--- src/rtl/crxd_pkg.sv ---
`default_nettype none

package crxd_pkg;

	localparam int ID_W   = 29;
	localparam int TIME_W = 32;
	localparam int CMD_W  = 2;
	localparam int KIND_W = 3;
	localparam int SLOT_W = 3;
	localparam int MAXRES = 8;
	localparam int NRES_W = 4;

	// command codes
	localparam logic [CMD_W-1:0] CMD_SUBSCRIBE = 2'd0;
	localparam logic [CMD_W-1:0] CMD_FRAME     = 2'd1;
	localparam logic [CMD_W-1:0] CMD_TICK      = 2'd2;

	// result kinds
	localparam logic [KIND_W-1:0] KIND_SUBSCRIBED = 3'd0;
	localparam logic [KIND_W-1:0] KIND_DUPLICATE  = 3'd1;
	localparam logic [KIND_W-1:0] KIND_FULL       = 3'd2;
	localparam logic [KIND_W-1:0] KIND_DELIVERED  = 3'd3;
	localparam logic [KIND_W-1:0] KIND_TIMEOUT    = 3'd4;

	// one slot of the subscription table
	typedef struct packed {
		logic [ID_W-1:0]   id;
		logic [TIME_W-1:0] tmo;
		logic [TIME_W-1:0] last_rx;
	} crxd_entry_t;

	localparam int ENTRY_W = $bits(crxd_entry_t);

	// commands from controller to datapath
	typedef struct packed {
		logic ready;
		logic load;
		logic scan_run;
		logic do_subscribe;
		logic do_full;
		logic do_dup;
		logic do_deliver;
		logic do_unhandled;
		logic do_hit;
		logic do_flush;
	} crxd_ctrl_t;

	// status from datapath to controller
	typedef struct packed {
		logic             req_valid;
		logic [CMD_W-1:0] req_cmd;
		logic [CMD_W-1:0] cmd;
		logic             match;
		logic             due;
		logic             done;
		logic             free_found;
		logic             pend_v;
		logic             out_free;
	} crxd_stat_t;

endpackage

`default_nettype wire

--- src/rtl/crxd_if.sv ---
`default_nettype none

// input item channel
interface crxd_req_if
	import crxd_pkg::*;
();
	logic              valid;
	logic              ready;
	logic [CMD_W-1:0]  cmd;
	logic [ID_W-1:0]   frame_id;
	logic [TIME_W-1:0] supervision_ms;
	logic [TIME_W-1:0] now_ms;

	modport source (output valid, cmd, frame_id, supervision_ms, now_ms, input ready);
	modport sink (input valid, cmd, frame_id, supervision_ms, now_ms, output ready);
endinterface

// result item channel
interface crxd_res_if
	import crxd_pkg::*;
();
	logic              valid;
	logic              ready;
	logic [KIND_W-1:0] kind;
	logic [SLOT_W-1:0] slot;
	logic [ID_W-1:0]   result_id;
	logic [TIME_W-1:0] unhandled_count;
	logic [TIME_W-1:0] timeout_count;
	logic              last;

	modport source (output valid, kind, slot, result_id, unhandled_count, timeout_count, last,
		input ready);
	modport sink (input valid, kind, slot, result_id, unhandled_count, timeout_count, last,
		output ready);
endinterface

`default_nettype wire

--- src/rtl/crxd_ram.sv ---
`default_nettype none

module crxd_ram #(
	parameter int WIDTH = 8,
	parameter int DEPTH = 8,
	localparam int AW = (DEPTH > 1) ? $clog2(DEPTH) : 1
) (
	input  logic             clk,
	input  logic             we,
	input  logic [AW-1:0]    waddr,
	input  logic [WIDTH-1:0] wdata,
	input  logic             re,
	input  logic [AW-1:0]    raddr,
	output logic [WIDTH-1:0] rdata
);

	logic [WIDTH-1:0] mem_q [DEPTH];

	// write port
	always_ff @(posedge clk) begin
		if (we) begin
			mem_q[waddr] <= wdata;
		end
	end

	// registered read port, holds when not enabled
	always_ff @(posedge clk) begin
		if (re) begin
			rdata <= mem_q[raddr];
		end
	end

endmodule

`default_nettype wire

--- src/rtl/crxd_datapath.sv ---
`default_nettype none

module crxd_datapath
	import crxd_pkg::*;
#(
	parameter int SLOTS = 8
) (
	input  logic              clk,
	input  logic              arst_n,
	crxd_req_if.sink          req,
	crxd_res_if.source        res,
	input  crxd_ctrl_t        ctrl,
	output crxd_stat_t        stat
);

	localparam int IW = (SLOTS > 1) ? $clog2(SLOTS) : 1;
	localparam int CW = $clog2(SLOTS + 1);

	// latched item
	logic [CMD_W-1:0]  cmd_q;
	logic [ID_W-1:0]   id_q;
	logic [TIME_W-1:0] tmo_q;
	logic [TIME_W-1:0] now_q;

	// walk state
	logic [CW-1:0]     addr_q;
	logic              rd_v_s1;
	logic [IW-1:0]     rd_idx_s1;
	logic [IW-1:0]     free_q;
	logic              free_found_q;
	logic [NRES_W-1:0] nres_q;

	// per-slot flags and totals
	logic [SLOTS-1:0]  valid_q;
	logic [SLOTS-1:0]  expired_q;
	logic [TIME_W-1:0] unh_q;
	logic [TIME_W-1:0] tot_q;

	// timeout held back until its last flag is known
	logic              pend_v_q;
	logic [SLOT_W-1:0] pend_slot_q;
	logic [ID_W-1:0]   pend_id_q;
	logic [TIME_W-1:0] pend_tcnt_q;

	// output register
	logic              out_valid_q;
	logic [KIND_W-1:0] out_kind_q;
	logic [SLOT_W-1:0] out_slot_q;
	logic [ID_W-1:0]   out_id_q;
	logic [TIME_W-1:0] out_unh_q;
	logic [TIME_W-1:0] out_tcnt_q;
	logic              out_last_q;

	logic              accept;
	logic              issue;
	logic              ram_we;
	logic [IW-1:0]     ram_waddr;
	crxd_entry_t       ram_wdata;
	crxd_entry_t       rd_data;
	logic              cur_valid;
	logic              cur_exp;
	logic [TIME_W-1:0] deadline;
	logic [TIME_W-1:0] diff;
	logic              hit;
	logic              out_free;
	logic              out_load;
	logic              pend_push;
	logic [TIME_W-1:0] tot_inc;

	assign accept   = req.valid && ctrl.ready;
	assign req.ready = ctrl.ready;
	assign issue    = ctrl.scan_run && (addr_q != CW'(SLOTS));
	assign out_free = !out_valid_q || res.ready;
	assign tot_inc  = tot_q + 32'd1;

	// slot table storage
	always_comb begin
		ram_we    = ctrl.do_subscribe || ctrl.do_deliver;
		ram_waddr = ctrl.do_subscribe ? free_q : rd_idx_s1;
		if (ctrl.do_subscribe) begin
			ram_wdata = '{id: id_q, tmo: tmo_q, last_rx: '0};
		end else begin
			ram_wdata = '{id: rd_data.id, tmo: rd_data.tmo, last_rx: now_q};
		end
	end

	crxd_ram #(
		.WIDTH (ENTRY_W),
		.DEPTH (SLOTS)
	) u_table (
		.clk   (clk),
		.we    (ram_we),
		.waddr (ram_waddr),
		.wdata (ram_wdata),
		.re    (issue),
		.raddr (addr_q[IW-1:0]),
		.rdata (rd_data)
	);

	// evaluation of the most recently read slot
	assign cur_valid = valid_q[rd_idx_s1];
	assign cur_exp   = expired_q[rd_idx_s1];
	assign deadline  = rd_data.last_rx + rd_data.tmo;
	assign diff      = now_q - deadline;
	assign hit       = !diff[TIME_W-1];

	always_comb begin
		stat            = '0;
		stat.req_valid  = req.valid;
		stat.req_cmd    = req.cmd;
		stat.cmd        = cmd_q;
		stat.match      = rd_v_s1 && cur_valid && (rd_data.id == id_q);
		stat.due        = rd_v_s1 && cur_valid && (rd_data.tmo != '0) && !cur_exp && hit
			&& (nres_q < NRES_W'(MAXRES));
		stat.done       = (addr_q == CW'(SLOTS)) && !rd_v_s1;
		stat.free_found = free_found_q;
		stat.pend_v     = pend_v_q;
		stat.out_free   = out_free;
	end

	assign pend_push = (ctrl.do_hit && pend_v_q) || ctrl.do_flush;
	assign out_load  = ctrl.do_subscribe || ctrl.do_full || ctrl.do_dup || ctrl.do_deliver
		|| pend_push;

	// item payload
	always_ff @(posedge clk) begin
		if (accept) begin
			cmd_q <= req.cmd;
			id_q  <= req.frame_id;
			tmo_q <= req.supervision_ms;
			now_q <= req.now_ms;
		end
	end

	// walk control, slot flags and totals
	always_ff @(posedge clk or negedge arst_n) begin
		if (!arst_n) begin
			addr_q       <= '0;
			rd_v_s1      <= 1'b0;
			rd_idx_s1    <= '0;
			free_q       <= '0;
			free_found_q <= 1'b0;
			nres_q       <= '0;
			valid_q      <= '0;
			expired_q    <= '0;
			unh_q        <= '0;
			tot_q        <= '0;
			pend_v_q     <= 1'b0;
			out_valid_q  <= 1'b0;
		end else begin
			if (ctrl.load) begin
				addr_q       <= '0;
				rd_v_s1      <= 1'b0;
				free_found_q <= 1'b0;
				nres_q       <= '0;
			end else if (ctrl.scan_run) begin
				if (issue) begin
					addr_q <= addr_q + CW'(1);
				end
				rd_v_s1   <= issue;
				rd_idx_s1 <= addr_q[IW-1:0];
				if (rd_v_s1 && !cur_valid && !free_found_q) begin
					free_q       <= rd_idx_s1;
					free_found_q <= 1'b1;
				end
			end
			if (ctrl.do_subscribe) begin
				valid_q[free_q]   <= 1'b1;
				expired_q[free_q] <= 1'b0;
			end
			if (ctrl.do_deliver) begin
				expired_q[rd_idx_s1] <= 1'b0;
			end
			if (ctrl.do_unhandled) begin
				unh_q <= unh_q + 32'd1;
			end
			if (ctrl.do_hit) begin
				expired_q[rd_idx_s1] <= 1'b1;
				tot_q                <= tot_inc;
				nres_q               <= nres_q + NRES_W'(1);
				pend_v_q             <= 1'b1;
			end else if (ctrl.do_flush) begin
				pend_v_q <= 1'b0;
			end
			if (out_load) begin
				out_valid_q <= 1'b1;
			end else if (res.ready) begin
				out_valid_q <= 1'b0;
			end
		end
	end

	// pending timeout and result payload
	always_ff @(posedge clk) begin
		if (ctrl.do_hit) begin
			pend_slot_q <= SLOT_W'(rd_idx_s1);
			pend_id_q   <= rd_data.id;
			pend_tcnt_q <= tot_inc;
		end
		if (out_load) begin
			out_unh_q  <= unh_q;
			out_tcnt_q <= tot_q;
			out_id_q   <= id_q;
			out_last_q <= 1'b1;
			if (ctrl.do_subscribe) begin
				out_kind_q <= KIND_SUBSCRIBED;
				out_slot_q <= SLOT_W'(free_q);
			end else if (ctrl.do_full) begin
				out_kind_q <= KIND_FULL;
				out_slot_q <= '0;
			end else if (ctrl.do_dup) begin
				out_kind_q <= KIND_DUPLICATE;
				out_slot_q <= SLOT_W'(rd_idx_s1);
			end else if (ctrl.do_deliver) begin
				out_kind_q <= KIND_DELIVERED;
				out_slot_q <= SLOT_W'(rd_idx_s1);
			end else begin
				out_kind_q <= KIND_TIMEOUT;
				out_slot_q <= pend_slot_q;
				out_id_q   <= pend_id_q;
				out_tcnt_q <= pend_tcnt_q;
				out_last_q <= ctrl.do_flush;
			end
		end
	end

	assign res.valid           = out_valid_q;
	assign res.kind            = out_kind_q;
	assign res.slot            = out_slot_q;
	assign res.result_id       = out_id_q;
	assign res.unhandled_count = out_unh_q;
	assign res.timeout_count   = out_tcnt_q;
	assign res.last            = out_last_q;

`ifndef SYNTHESIS
	// a slot is only ever marked timed out once subscribed
	a_expired_valid: assert property (@(posedge clk) disable iff (!arst_n)
		(expired_q & ~valid_q) == '0)
		else $error("timed-out flag on an unsubscribed slot");

	// no more timeouts per tick than the result limit
	a_nres_limit: assert property (@(posedge clk) disable iff (!arst_n)
		nres_q <= NRES_W'(MAXRES))
		else $error("timeout results exceed limit");

	// a waiting result is never overwritten
	a_no_overwrite: assert property (@(posedge clk) disable iff (!arst_n)
		(out_load && out_valid_q) |-> res.ready)
		else $error("result register overwritten");
`endif

endmodule

`default_nettype wire

--- src/rtl/crxd_ctrl.sv ---
`default_nettype none

module crxd_ctrl
	import crxd_pkg::*;
(
	input  logic       clk,
	input  logic       arst_n,
	input  crxd_stat_t stat,
	output crxd_ctrl_t ctrl
);

	typedef enum logic {
		ST_IDLE,
		ST_SCAN
	} state_t;

	state_t state_q;
	state_t state_d;

	// next state and datapath commands
	always_comb begin
		ctrl    = '0;
		state_d = state_q;
		unique case (state_q)
			ST_IDLE: begin
				ctrl.ready = 1'b1;
				if (stat.req_valid) begin
					ctrl.load = 1'b1;
					if (stat.req_cmd == CMD_SUBSCRIBE || stat.req_cmd == CMD_FRAME
						|| stat.req_cmd == CMD_TICK) begin
						state_d = ST_SCAN;
					end
				end
			end
			ST_SCAN: begin
				if (stat.cmd == CMD_SUBSCRIBE) begin
					if (stat.match) begin
						if (stat.out_free) begin
							ctrl.do_dup = 1'b1;
							state_d     = ST_IDLE;
						end
					end else if (stat.done) begin
						if (stat.out_free) begin
							ctrl.do_subscribe = stat.free_found;
							ctrl.do_full      = !stat.free_found;
							state_d           = ST_IDLE;
						end
					end else begin
						ctrl.scan_run = 1'b1;
					end
				end else if (stat.cmd == CMD_FRAME) begin
					if (stat.match) begin
						if (stat.out_free) begin
							ctrl.do_deliver = 1'b1;
							state_d         = ST_IDLE;
						end
					end else if (stat.done) begin
						ctrl.do_unhandled = 1'b1;
						state_d           = ST_IDLE;
					end else begin
						ctrl.scan_run = 1'b1;
					end
				end else if (stat.cmd == CMD_TICK) begin
					if (stat.due) begin
						if (!stat.pend_v || stat.out_free) begin
							ctrl.do_hit   = 1'b1;
							ctrl.scan_run = 1'b1;
						end
					end else if (stat.done) begin
						if (!stat.pend_v) begin
							state_d = ST_IDLE;
						end else if (stat.out_free) begin
							ctrl.do_flush = 1'b1;
							state_d       = ST_IDLE;
						end
					end else begin
						ctrl.scan_run = 1'b1;
					end
				end else begin
					state_d = ST_IDLE;
				end
			end
			default: begin
				state_d = ST_IDLE;
			end
		endcase
	end

	// state register
	always_ff @(posedge clk or negedge arst_n) begin
		if (!arst_n) begin
			state_q <= ST_IDLE;
		end else begin
			state_q <= state_d;
		end
	end

`ifndef SYNTHESIS
	// the last timeout is always flushed before a new item is taken
	a_idle_no_pend: assert property (@(posedge clk) disable iff (!arst_n)
		(state_q == ST_IDLE) |-> !stat.pend_v)
		else $error("pending timeout left behind");

	// a new timeout only displaces a pending one when the output can take it
	a_hit_room: assert property (@(posedge clk) disable iff (!arst_n)
		ctrl.do_hit |-> (!stat.pend_v || stat.out_free))
		else $error("pending timeout lost");

	// a subscribe only claims a slot that the walk found free
	a_sub_free: assert property (@(posedge clk) disable iff (!arst_n)
		ctrl.do_subscribe |-> (stat.free_found && stat.done))
		else $error("subscribe without a free slot");
`endif

endmodule

`default_nettype wire

--- src/rtl/can_rx_id_dispatch_timeout.sv ---
// channel  modport  direction  payload
// req      sink     in         cmd, frame_id, supervision_ms, now_ms
// res      source   out        kind, slot, result_id, unhandled_count, timeout_count, last
//
// each item walks the slot table through one read port, one slot per cycle
// unless the walk is held; a subscribe or frame match ends the walk early,
// and the next item is taken only after the walk has ended.
// an unknown command is taken and gives no result.
// reset clears the valid and timed-out flags and the totals; no clearing pass.
// a full result register with ready low holds the walk until it is taken.
`default_nettype none

module can_rx_id_dispatch_timeout
	import crxd_pkg::*;
#(
	parameter int SLOTS = 8
) (
	input  logic       clk,
	input  logic       arst_n,
	crxd_req_if.sink   req,
	crxd_res_if.source res
);

	crxd_ctrl_t ctrl;
	crxd_stat_t stat;

	// sequencer
	crxd_ctrl u_ctrl (
		.clk    (clk),
		.arst_n (arst_n),
		.stat   (stat),
		.ctrl   (ctrl)
	);

	// slot table, counters and result register
	crxd_datapath #(
		.SLOTS (SLOTS)
	) u_dp (
		.clk    (clk),
		.arst_n (arst_n),
		.req    (req),
		.res    (res),
		.ctrl   (ctrl),
		.stat   (stat)
	);

endmodule

`default_nettype wire

--- src/flat_wrapper.sv ---
// flat-port wrapper written by rule: the top's interface ports become plain ports
module can_rx_id_dispatch_timeout_flat import crxd_pkg::*;
#(
	parameter int SLOTS = 8
)
  (clk, arst_n, req_valid, req_cmd, req_frame_id, req_supervision_ms, req_now_ms, req_ready, res_valid, res_kind, res_slot, res_result_id, res_unhandled_count, res_timeout_count, res_last, res_ready);
  crxd_req_if req_i ();
  crxd_res_if res_i ();
  input  logic clk;
  input  logic arst_n;
  input wire logic [$bits(req_i.valid)-1:0] req_valid;
  input wire logic [$bits(req_i.cmd)-1:0] req_cmd;
  input wire logic [$bits(req_i.frame_id)-1:0] req_frame_id;
  input wire logic [$bits(req_i.supervision_ms)-1:0] req_supervision_ms;
  input wire logic [$bits(req_i.now_ms)-1:0] req_now_ms;
  output wire logic [$bits(req_i.ready)-1:0] req_ready;
  output wire logic [$bits(res_i.valid)-1:0] res_valid;
  output wire logic [$bits(res_i.kind)-1:0] res_kind;
  output wire logic [$bits(res_i.slot)-1:0] res_slot;
  output wire logic [$bits(res_i.result_id)-1:0] res_result_id;
  output wire logic [$bits(res_i.unhandled_count)-1:0] res_unhandled_count;
  output wire logic [$bits(res_i.timeout_count)-1:0] res_timeout_count;
  output wire logic [$bits(res_i.last)-1:0] res_last;
  input wire logic [$bits(res_i.ready)-1:0] res_ready;
  assign req_i.valid = req_valid;
  assign req_i.cmd = req_cmd;
  assign req_i.frame_id = req_frame_id;
  assign req_i.supervision_ms = req_supervision_ms;
  assign req_i.now_ms = req_now_ms;
  assign req_ready = req_i.ready;
  assign res_valid = res_i.valid;
  assign res_kind = res_i.kind;
  assign res_slot = res_i.slot;
  assign res_result_id = res_i.result_id;
  assign res_unhandled_count = res_i.unhandled_count;
  assign res_timeout_count = res_i.timeout_count;
  assign res_last = res_i.last;
  assign res_i.ready = res_ready;
  can_rx_id_dispatch_timeout #(.SLOTS(SLOTS)) u_core (.clk(clk), .arst_n(arst_n), .req(req_i), .res(res_i));
endmodule
--- config.mk ---
export PLATFORM = sky130hd
export DESIGN_NAME = can_rx_id_dispatch_timeout_flat
export DESIGN_NICKNAME = d
export VERILOG_FILES = /design/src/rtl/crxd_pkg.sv /design/src/rtl/crxd_if.sv /design/src/rtl/crxd_ram.sv /design/src/rtl/crxd_datapath.sv /design/src/rtl/crxd_ctrl.sv /design/src/rtl/can_rx_id_dispatch_timeout.sv /design/src/flat_wrapper.sv
export SDC_FILE = /design/constraint.sdc
export NUM_CORES = 1
export LEC_CHECK = 0
export CORE_ASPECT_RATIO = 1.2
export CORE_MARGIN = 5
export CORE_UTILIZATION = 55
export CTS_BUF_LIST = sky130_fd_sc_hd__clkbuf_2
export DETAILED_ROUTE_END_ITERATION = 6
export DONT_BUFFER_PORTS = 1
export PLACE_DENSITY = 0.7
export SYNTH_ARGS = -nofsm -noshare
export SYNTH_HDL_FRONTEND = slang
export SYNTH_SLANG_ARGS = --single-unit
--- constraint.sdc ---
create_clock -name clk -period 29.6 [get_ports clk]
set_input_delay 1.48 -clock clk [delete_from_list [all_inputs] [get_ports clk]]
set_output_delay 1.48 -clock clk [all_outputs]
set_load 0.005 [all_outputs]
==> results of run 1 <==
-- synth_stat cells (20+ instances only) --
master       n  area (sq um)
fa_1        29           581
buf_1       31           116
xnor2_1     66           578
nand3_1     29           145
nor2_1      48           180
and2_1      20           125
inv_1       88           330
nand2_1    239           897
mux2_2     137          1540
xor2_1      58           508
o21ai_0     39           195
edfxtp_1  1096         32900
ha_1        37           463
mux4_2     188          4230
dfrtp_1     99          2480
clkbuf_1    55           206
mux2_1      22           248
-- state kept, by name (all words and copies together), names as in the netlist, 4 cells and up --
signal	count
u_core.u_dp.addr_q	4
u_core.u_dp.expired_q	8
u_core.u_dp.id_q	29
u_core.u_dp.now_q	32
u_core.u_dp.nres_q	4
u_core.u_dp.pend_id_q	29
u_core.u_dp.pend_tcnt_q	32
u_core.u_dp.res.result_id	29
u_core.u_dp.res.timeout_count	32
u_core.u_dp.res.unhandled_count	32
u_core.u_dp.tmo_q	32
u_core.u_dp.tot_q	32
u_core.u_dp.u_table.mem_q	744
u_core.u_dp.u_table.rdata	93
u_core.u_dp.unh_q	32
u_core.u_dp.valid_q	8
-- where the power goes --
| group | internal [mW] | switching (mW) | leakage (nW) |
|---|---|---|---|
| clock | 0.430 | 0.627 | 2.01 |
| combinational | 0.437 | 0.517 | 4.99 |
| sequential | 2.10 | 0.132 | 11.4 |
| total | 2.97 | 1.28 | 18.4 |
-- layout make-up --
type	instances	area share [%]
clock buffer	426	4.10
sequential	1195	68.1
antenna	5	0.0241
multi-input combinational	1081	21.1
clock inverter	91	0.955
tap	1130	2.72
inverter	88	0.645
timing repair buffer	127	2.35
-- worst max-delay path, delay by kind of cell (launching register included) --
family | cells | cell delay [ns]
AND/OR/NAND/NOR | 6 | 2.66
buffers and inverters | 2 | 1.47
flip-flops | 1 | 0.43
XOR/XNOR | 1 | 0.20
AO/OA/AOI/OAI | 1 | 0.16
-- through the flow --
| stage | instance area [sq um] | setup slack, ns | util, % | hold slack, ns |
|---|---|---|---|---|
| floorplan | 47000 | 19.81 | - | 0.426 |
| global placement | 48400 | 23.97 | 57.1 | 0.447 |
| detailed placement | 48400 | 24.00 | 57.1 | 0.451 |
| CTS | 52000 | 23.95 | 61.3 | 0.00147 |
| global route | 52000 | 23.78 | 61.3 | 0.0882 |
| finish | 52000 | 24.10 | 61.3 | 0.236 |
-- logic make-up (layout without fill, tap and decap cells) --
group | count (synthesis) | in the layout | synth area share, %
mux | 353 | 353 | 13.0
other cells | 0 | 5 | 0
compound gates | 96 | 96 | 1.28
xor+xnor | 124 | 124 | 2.31
flops | 1195 | 1195 | 75.3
simple gates | 442 | 442 | 4.38
fa+ha+maj | 66 | 66 | 2.22
buf+inv | 182 | 732 | 1.52
-- routing by layer --
layer	wire length (microns)	track usage (%)	share of wire, %	vias up
met4	1990	7.11	2.0	2
met2	50200	36.5	52	808
met3	5590	4.93	5.7	150
met1	39500	28.0	41	12100
li1	-	-	-	10400
met5	13	0	0.013	-
-- what timing repair did --
item,in CTS,in global routing
setup endpoints to repair,0,0
buffers inserted,0,0
resized for setup,0,0
hold endpoints to repair,193,0
hold buffers,96,0
-- worst max-delay path by stage --
stage / from / end / slack, ns / depth (start not counted)
after detailed placement: u_core.u_dp.id_q[21] / u_core.u_dp.u_table.mem_q[3][12] / 24.00 / 9
after global placement: u_core.u_dp.id_q[21] / u_core.u_dp.u_table.mem_q[5][10] / 23.97 / 9
final: u_core.u_dp.id_q[27] / u_core.u_dp.u_table.mem_q[4][32] / 24.10 / 10
after global routing: u_core.u_dp.addr_q[0] / u_core.u_dp.u_table.mem_q[4][32] / 23.78 / 13
after CTS: u_core.u_dp.id_q[21] / u_core.u_dp.u_table.mem_q[3][53] / 23.95 / 9
after floorplan: res_ready / u_core.u_dp.u_table.mem_q[2][0] / 19.81 / 6
==> flow_summary_export.csv, run 1 <==
group,metric,value,unit
detailed_routing,viasPerCell,5.67,
sta,finalMaxSlewViolations,0,
sta,fin_skew,0.202,ns
synth,syn-instance-count,2458,
hold_path,min_path_type,"in2reg",
setup_path,path_max_fanout,57,
detailed_routing,ant_nets,0,
synth,synth_seq_cells,1195,
placed_design,port_buffers,0,
clock_tree,clockBufferDepth,4,
synth,synth_ff_type,"edfxtp_1",
setup_path,worst_setup_path_end_kind,"register",
die,dieWidth,277,microns
sta,relSlewSlack,26.7,%
power,power.density,81.6,nW/um^2
setup_path,max_stage_delay,0.92,ns
setup_path,critPathLaunchType,"register",
clock_tree,clock_latency,1.49,ns
hold_path,hold-path-endpoint,"u_core.u_dp.now_q[22]",
layout,area_delta_synth_final,10.7,%
setup_path,reg2reg_slack,24.10,ns
die,die_h,330,microns
setup_path,r2r_cells,10,
detailed_routing,vias,23500,
hold_path,hp-start,"req_now_ms[22]",
synth,yosysUniqueCellTypes,55,
sta,period_needed,5.50,ns
synth,ys_warn_count,0,
clock_tree,cts.sinks,1195,
layout,final_layout_size_suffix_gt1_share,27.5,%
power,cellLeakagePower,18.4,nW
sta,hold_viol,0,
sta,fmax,182,MHz
run_status,outcome,"completed",
setup_path,r2r_end,"u_core.u_dp.u_table.mem_q[4][32]",
global_routing,antenna_found_initial,6,
layout,final_nets,2959,
clock_tree,cts_made_buffers,301,
global_routing,grt_pass1_vias,25500,
synth,async_flop_share,8.28,%
power,peakVddDrop,0.0000703,V
die,io_pins,201,
die,start_util,55.4,%
detailed_routing,dr.pass1.iters,5,
setup_path,worstPathArrival,6.41,ns
setup_path,worst_path_most_repeated_cell,"buf_4",
placed_design,dp.final_hpwl,54600,microns
synth,synth_area,47000,sq um
synth,syn_area_per_cell,19.1,sq um
layout,final_common_cell,"edfxtp_1",
hold_path,hold_depth,0,
detailed_routing,drc_errors,0,
layout,multi_input_area,11000,sq um
die,dieArea,91400,sq um
clock_tree,cts_root_buffer,"clkbuf_2",
layout,ff_latch_area,35400,sq um
synth,synth_edf_count,1096,
synth,syn_nets,2623,
layout,num-fill-cells,6180,
global_routing,grtUsageTotal,21.5,%
clock_tree,ctsHtreeMaxLevel,5,
sta,rsz0062_at_grt,"no",
synth,ys_seq_area_share,75.3,%
detailed_routing,post_drt_wl_per_cell,23.5,microns
setup_path,slowest_stage,"buf_4",
setup_path,crit_type,"reg2reg",
setup_path,worstPathRequired,30.51,ns
detailed_routing,wl,97300,microns
job,maxCapViolCount,0,
layout,finalNonFillerCells,4143,
layout,final_cell_mix,"1096 x edfxtp_1, 426 x clkbuf_2, 237 x nand2_1",
global_routing,grt_pass1_wl,150000,microns
sta,setup_violations,0,
sta,finalCritPeriodShare,18.6,%
sta,tightest_slew,1.09,ns
power,p_total,4.24,mW
clock_tree,cts_tree,"built",
die,core-area,84800,sq um
global_routing,overflow,0,
clock_tree,cts.clk_slew.worst_paths,0.09,ns
placed_design,gp_congestion,0.794,
setup_path,r2r-start,"u_core.u_dp.id_q[27]",
global_routing,grt_max_degree,102,
setup_path,crit_chain,"xor2_1, nor4_1, nand4_1, or4_4, nor4_4, nand2_1, or2_2, o21ai_4, buf_4, buf_4",
sta,setup-tns-final,0,ns
detailed_routing,drt_iter0_drc,1899,
die,rows,117,
placed_design,dp.cells,3525,
(Power assumes the default switching activity.)
==> run 2: changes to the inputs <==
--- a/config.mk
+++ b/config.mk
@@ -5,6 +5,7 @@
 export SDC_FILE = /design/constraint.sdc
 export NUM_CORES = 1
 export LEC_CHECK = 0
+export ABC_AREA = 1
 export CORE_ASPECT_RATIO = 1.2
 export CORE_MARGIN = 5
 export CORE_UTILIZATION = 55
==> constraint.sdc (replaced) <==
create_clock -name clk -period 5.6 [get_ports clk]
set_input_delay 0.28 -clock clk [delete_from_list [all_inputs] [get_ports clk]]
set_output_delay 0.28 -clock clk [all_outputs]
set_load 0.005 [all_outputs]
==> flow_summary_export.csv, run 2 <==
group,metric,value,unit
detailed_routing,drt_iter0_drc,2845,
clock_tree,cts_root_buffer,"clkbuf_2",
global_routing,antenna_found_initial,2,
detailed_routing,vias,31200,
layout,final_layout_size_suffix_gt1_share,12.4,%
layout,multi_input_area,11300,sq um
synth,async_flop_share,8.28,%
power,power.density,423,nW/um^2
setup_path,worstPathRequired,6.55,ns
setup_path,crit_chain,"inv_6, ha_1, nand3_4, nor2_4, inv_2, nor2_2, inv_2, nor3_2, inv_2, nor2_4, clkinv_2, nor2_2, inv_2, o21ai_2, nand2_1, nor2_4, buf_4",
sta,hold_viol,0,
global_routing,grt_pass1_vias,31300,
setup_path,worst_setup_path_end_kind,"register",
clock_tree,cts_tree,"built",
die,die_h,335,microns
hold_path,min_path_type,"in2reg",
sta,finalCritPeriodShare,80.7,%
placed_design,dp.final_hpwl,65000,microns
layout,num-fill-cells,6686,
sta,period_needed,4.52,ns
detailed_routing,ant_nets,0,
global_routing,grt_pass1_wl,176000,microns
detailed_routing,viasPerCell,5.50,
job,maxCapViolCount,0,
setup_path,path_max_fanout,59,
synth,syn_nets,4031,
clock_tree,cts.sinks,1195,
clock_tree,ctsHtreeMaxLevel,5,
die,dieWidth,281,microns
power,peakVddDrop,0.000314,V
setup_path,worstPathArrival,5.47,ns
synth,synth_seq_cells,1195,
detailed_routing,wl,114000,microns
clock_tree,clockBufferDepth,4,
clock_tree,cts.clk_slew.worst_paths,0.13,ns
synth,syn-instance-count,3866,
synth,synth_ff_type,"edfxtp_1",
synth,synth_largest_area_cell,"edfxtp_1",
sta,rsz0062_at_grt,"no",
synth,synth_edf_count,1096,
layout,top_register,"u_core.u_dp.u_table.mem_q",
setup_path,critPathLaunchType,"register",
clock_tree,clock_latency,1.53,ns
setup_path,worst_path_most_repeated_cell,"inv_2",
layout,largest_register_ff_count,744,
run_status,outcome,"completed",
synth,yosysMostFrequentCell,"edfxtp_1",
setup_path,max_stage_delay,0.71,ns
layout,final_common_cell,"edfxtp_1",
sta,finalMaxSlewViolations,0,
synth,ys_warn_count,0,
die,io_pins,201,
die,rows,119,
sta,fin_skew,0.214,ns
sta,setup_violations,0,
placed_design,gp_congestion,0.868,
die,core-area,87500,sq um
layout,final_cell_mix,"1096 x edfxtp_1, 726 x nor2_1, 528 x nand2_1",
sta,relSlewSlack,15.7,%
sta,fmax,221,MHz
power,cellLeakagePower,20.6,nW
placed_design,port_buffers,0,
die,start_util,55.3,%
global_routing,overflow,0,
synth,synthDominantCellAreaShare,68.0,%
synth,ys_seq_area_share,73.1,%
power,p_total,23.3,mW
global_routing,grt_max_degree,240,
clock_tree,cts_made_buffers,299,
clock_tree,ctsResizeCount,0,
placed_design,place_area,49500,sq um
layout,ff_latch_area,35400,sq um
synth,yosysUniqueCellTypes,47,
synth,synth_area,48400,sq um
layout,final_nets,4481,
clock_tree,post_cts_buffers,0,
setup_path,crit_type,"reg2reg",
synth,synth_area_leaders,"edfxtp_1 68%, nor2_1 5.7%, dfrtp_1 5.1%, o21ai_0 4.3%, nand2_1 4.1%",
setup_path,slowest_stage,"buf_4",
detailed_routing,post_drt_wl_per_cell,20.2,microns
detailed_routing,drc_errors,0,
synth,syn_area_per_cell,12.5,sq um
sta,tightest_slew,1.25,ns
layout,final_area,55000,sq um
die,dieArea,94000,sq um
detailed_routing,dr.pass1.iters,5,
layout,reg.largest.list,"u_core.u_dp.u_table.mem_q x744, u_core.u_dp.u_table.rdata x93",
global_routing,grtUsageTotal,24.0,%
layout,area_delta_synth_final,13.7,%
synth,synthTopCellsByCount,"1096 x edfxtp_1, 734 x nor2_1, 529 x nand2_1",
-- run 2: cell count changes after synthesis, sizes merged, moves of 152 or more --
cell   before  now
inv        88  240
mux2      159    0
mux4      188    0
nand2     239  539
nor2       49  748
o21ai      41  467
-- run 2: final timing paths --
| path | start | endpoint | slack, ns | depth (start not counted) |
|---|---|---|---|---|
| max | u_core.u_dp.addr_q[1] | u_core.u_dp.u_table.mem_q[6][10] | 1.08 | 17 |
| min | req_now_ms[14] | u_core.u_dp.now_q[14] | 0.21 | 2 |
| max reg2reg | u_core.u_dp.addr_q[1] | u_core.u_dp.u_table.mem_q[6][10] | 1.08 | 17 |
| min reg2reg | u_core.u_dp.u_table.rdata[86] | u_core.u_dp.pend_id_q[22] | 0.40 | 0 |
| max in group asynchronous | arst_n | u_core.u_dp.addr_q[0] | 4.44 | 5 |
| min in group asynchronous | arst_n | u_core.u_dp.unh_q[19] | 0.55 | 5 |
-- run 2: per-stage QoR --
stage               std cells  hold WS (ns)  setup WS, ns  util, %  setup TNS, ns
floorplan                3866       -0.0156         -1.49        -       -1105.06
global placement         4870       -0.0123          1.25     56.6              0
detailed placement       4870       -0.0115          1.16     56.6              0
CTS                      5664        0.0182          1.06     62.9              0
global route             5666        0.0978         0.776     62.9              0
finish                   5666         0.206          1.08     62.9              0
-- run 2: cells by family after synthesis --
| family | Yosys count | synth area share (%) |
|---|---|---|
| simple gates | 1411 | 11.9 |
| xor+xnor | 86 | 1.57 |
| compound gates | 683 | 7.63 |
| flops | 1195 | 73.1 |
| buf+inv | 425 | 3.57 |
| fa+ha+maj | 66 | 2.16 |
-- run 2: area by class of cell --
cell class / count / area share, %
Sequential cell: 1195 / 64.3
Multi-Input combinational cell: 2246 / 20.6
Timing Repair Buffer: 334 / 6.21
Clock buffer: 425 / 3.87
Tap cell: 1149 / 2.61
Inverter: 240 / 1.70
Clock inverter: 75 / 0.682
Antenna cell: 2 / 0.00909
-- run 2: report_power, final --
part	internal, mW	total [mW]	leakage (nW)	switching [mW]
logic	1.83	6.01	7.43	4.18
clock network	2.16	5.50	1.95	3.34
registers	11.2	11.8	11.2	0.563
total	15.2	23.3	20.6	8.08
-- run 2: repair_timing --
| action | CTS | global route |
|---|---|---|
| endpoints found under the setup margin | 0 | 0 |
| hold buffers | 294 | 0 |
| endpoints found under the hold margin | 466 | 0 |
-- run 2: per-layer routing --
metal	wire length, microns	GRT usage [%]
met1	45800	31.2
met2	56800	40.0
met3	8100	4.70
met4	3490	9.60
met5	7	0
-- run 2: critical path, delay by kind of cell (launching register included) --
family | cells | cell delay, ns
adders and majority gates | 1 | 0.28
AOI/OAI and AO/OA | 1 | 0.11
and+or+nand+nor | 8 | 1.35
DFF | 1 | 0.53
buffers and inverters | 7 | 1.71
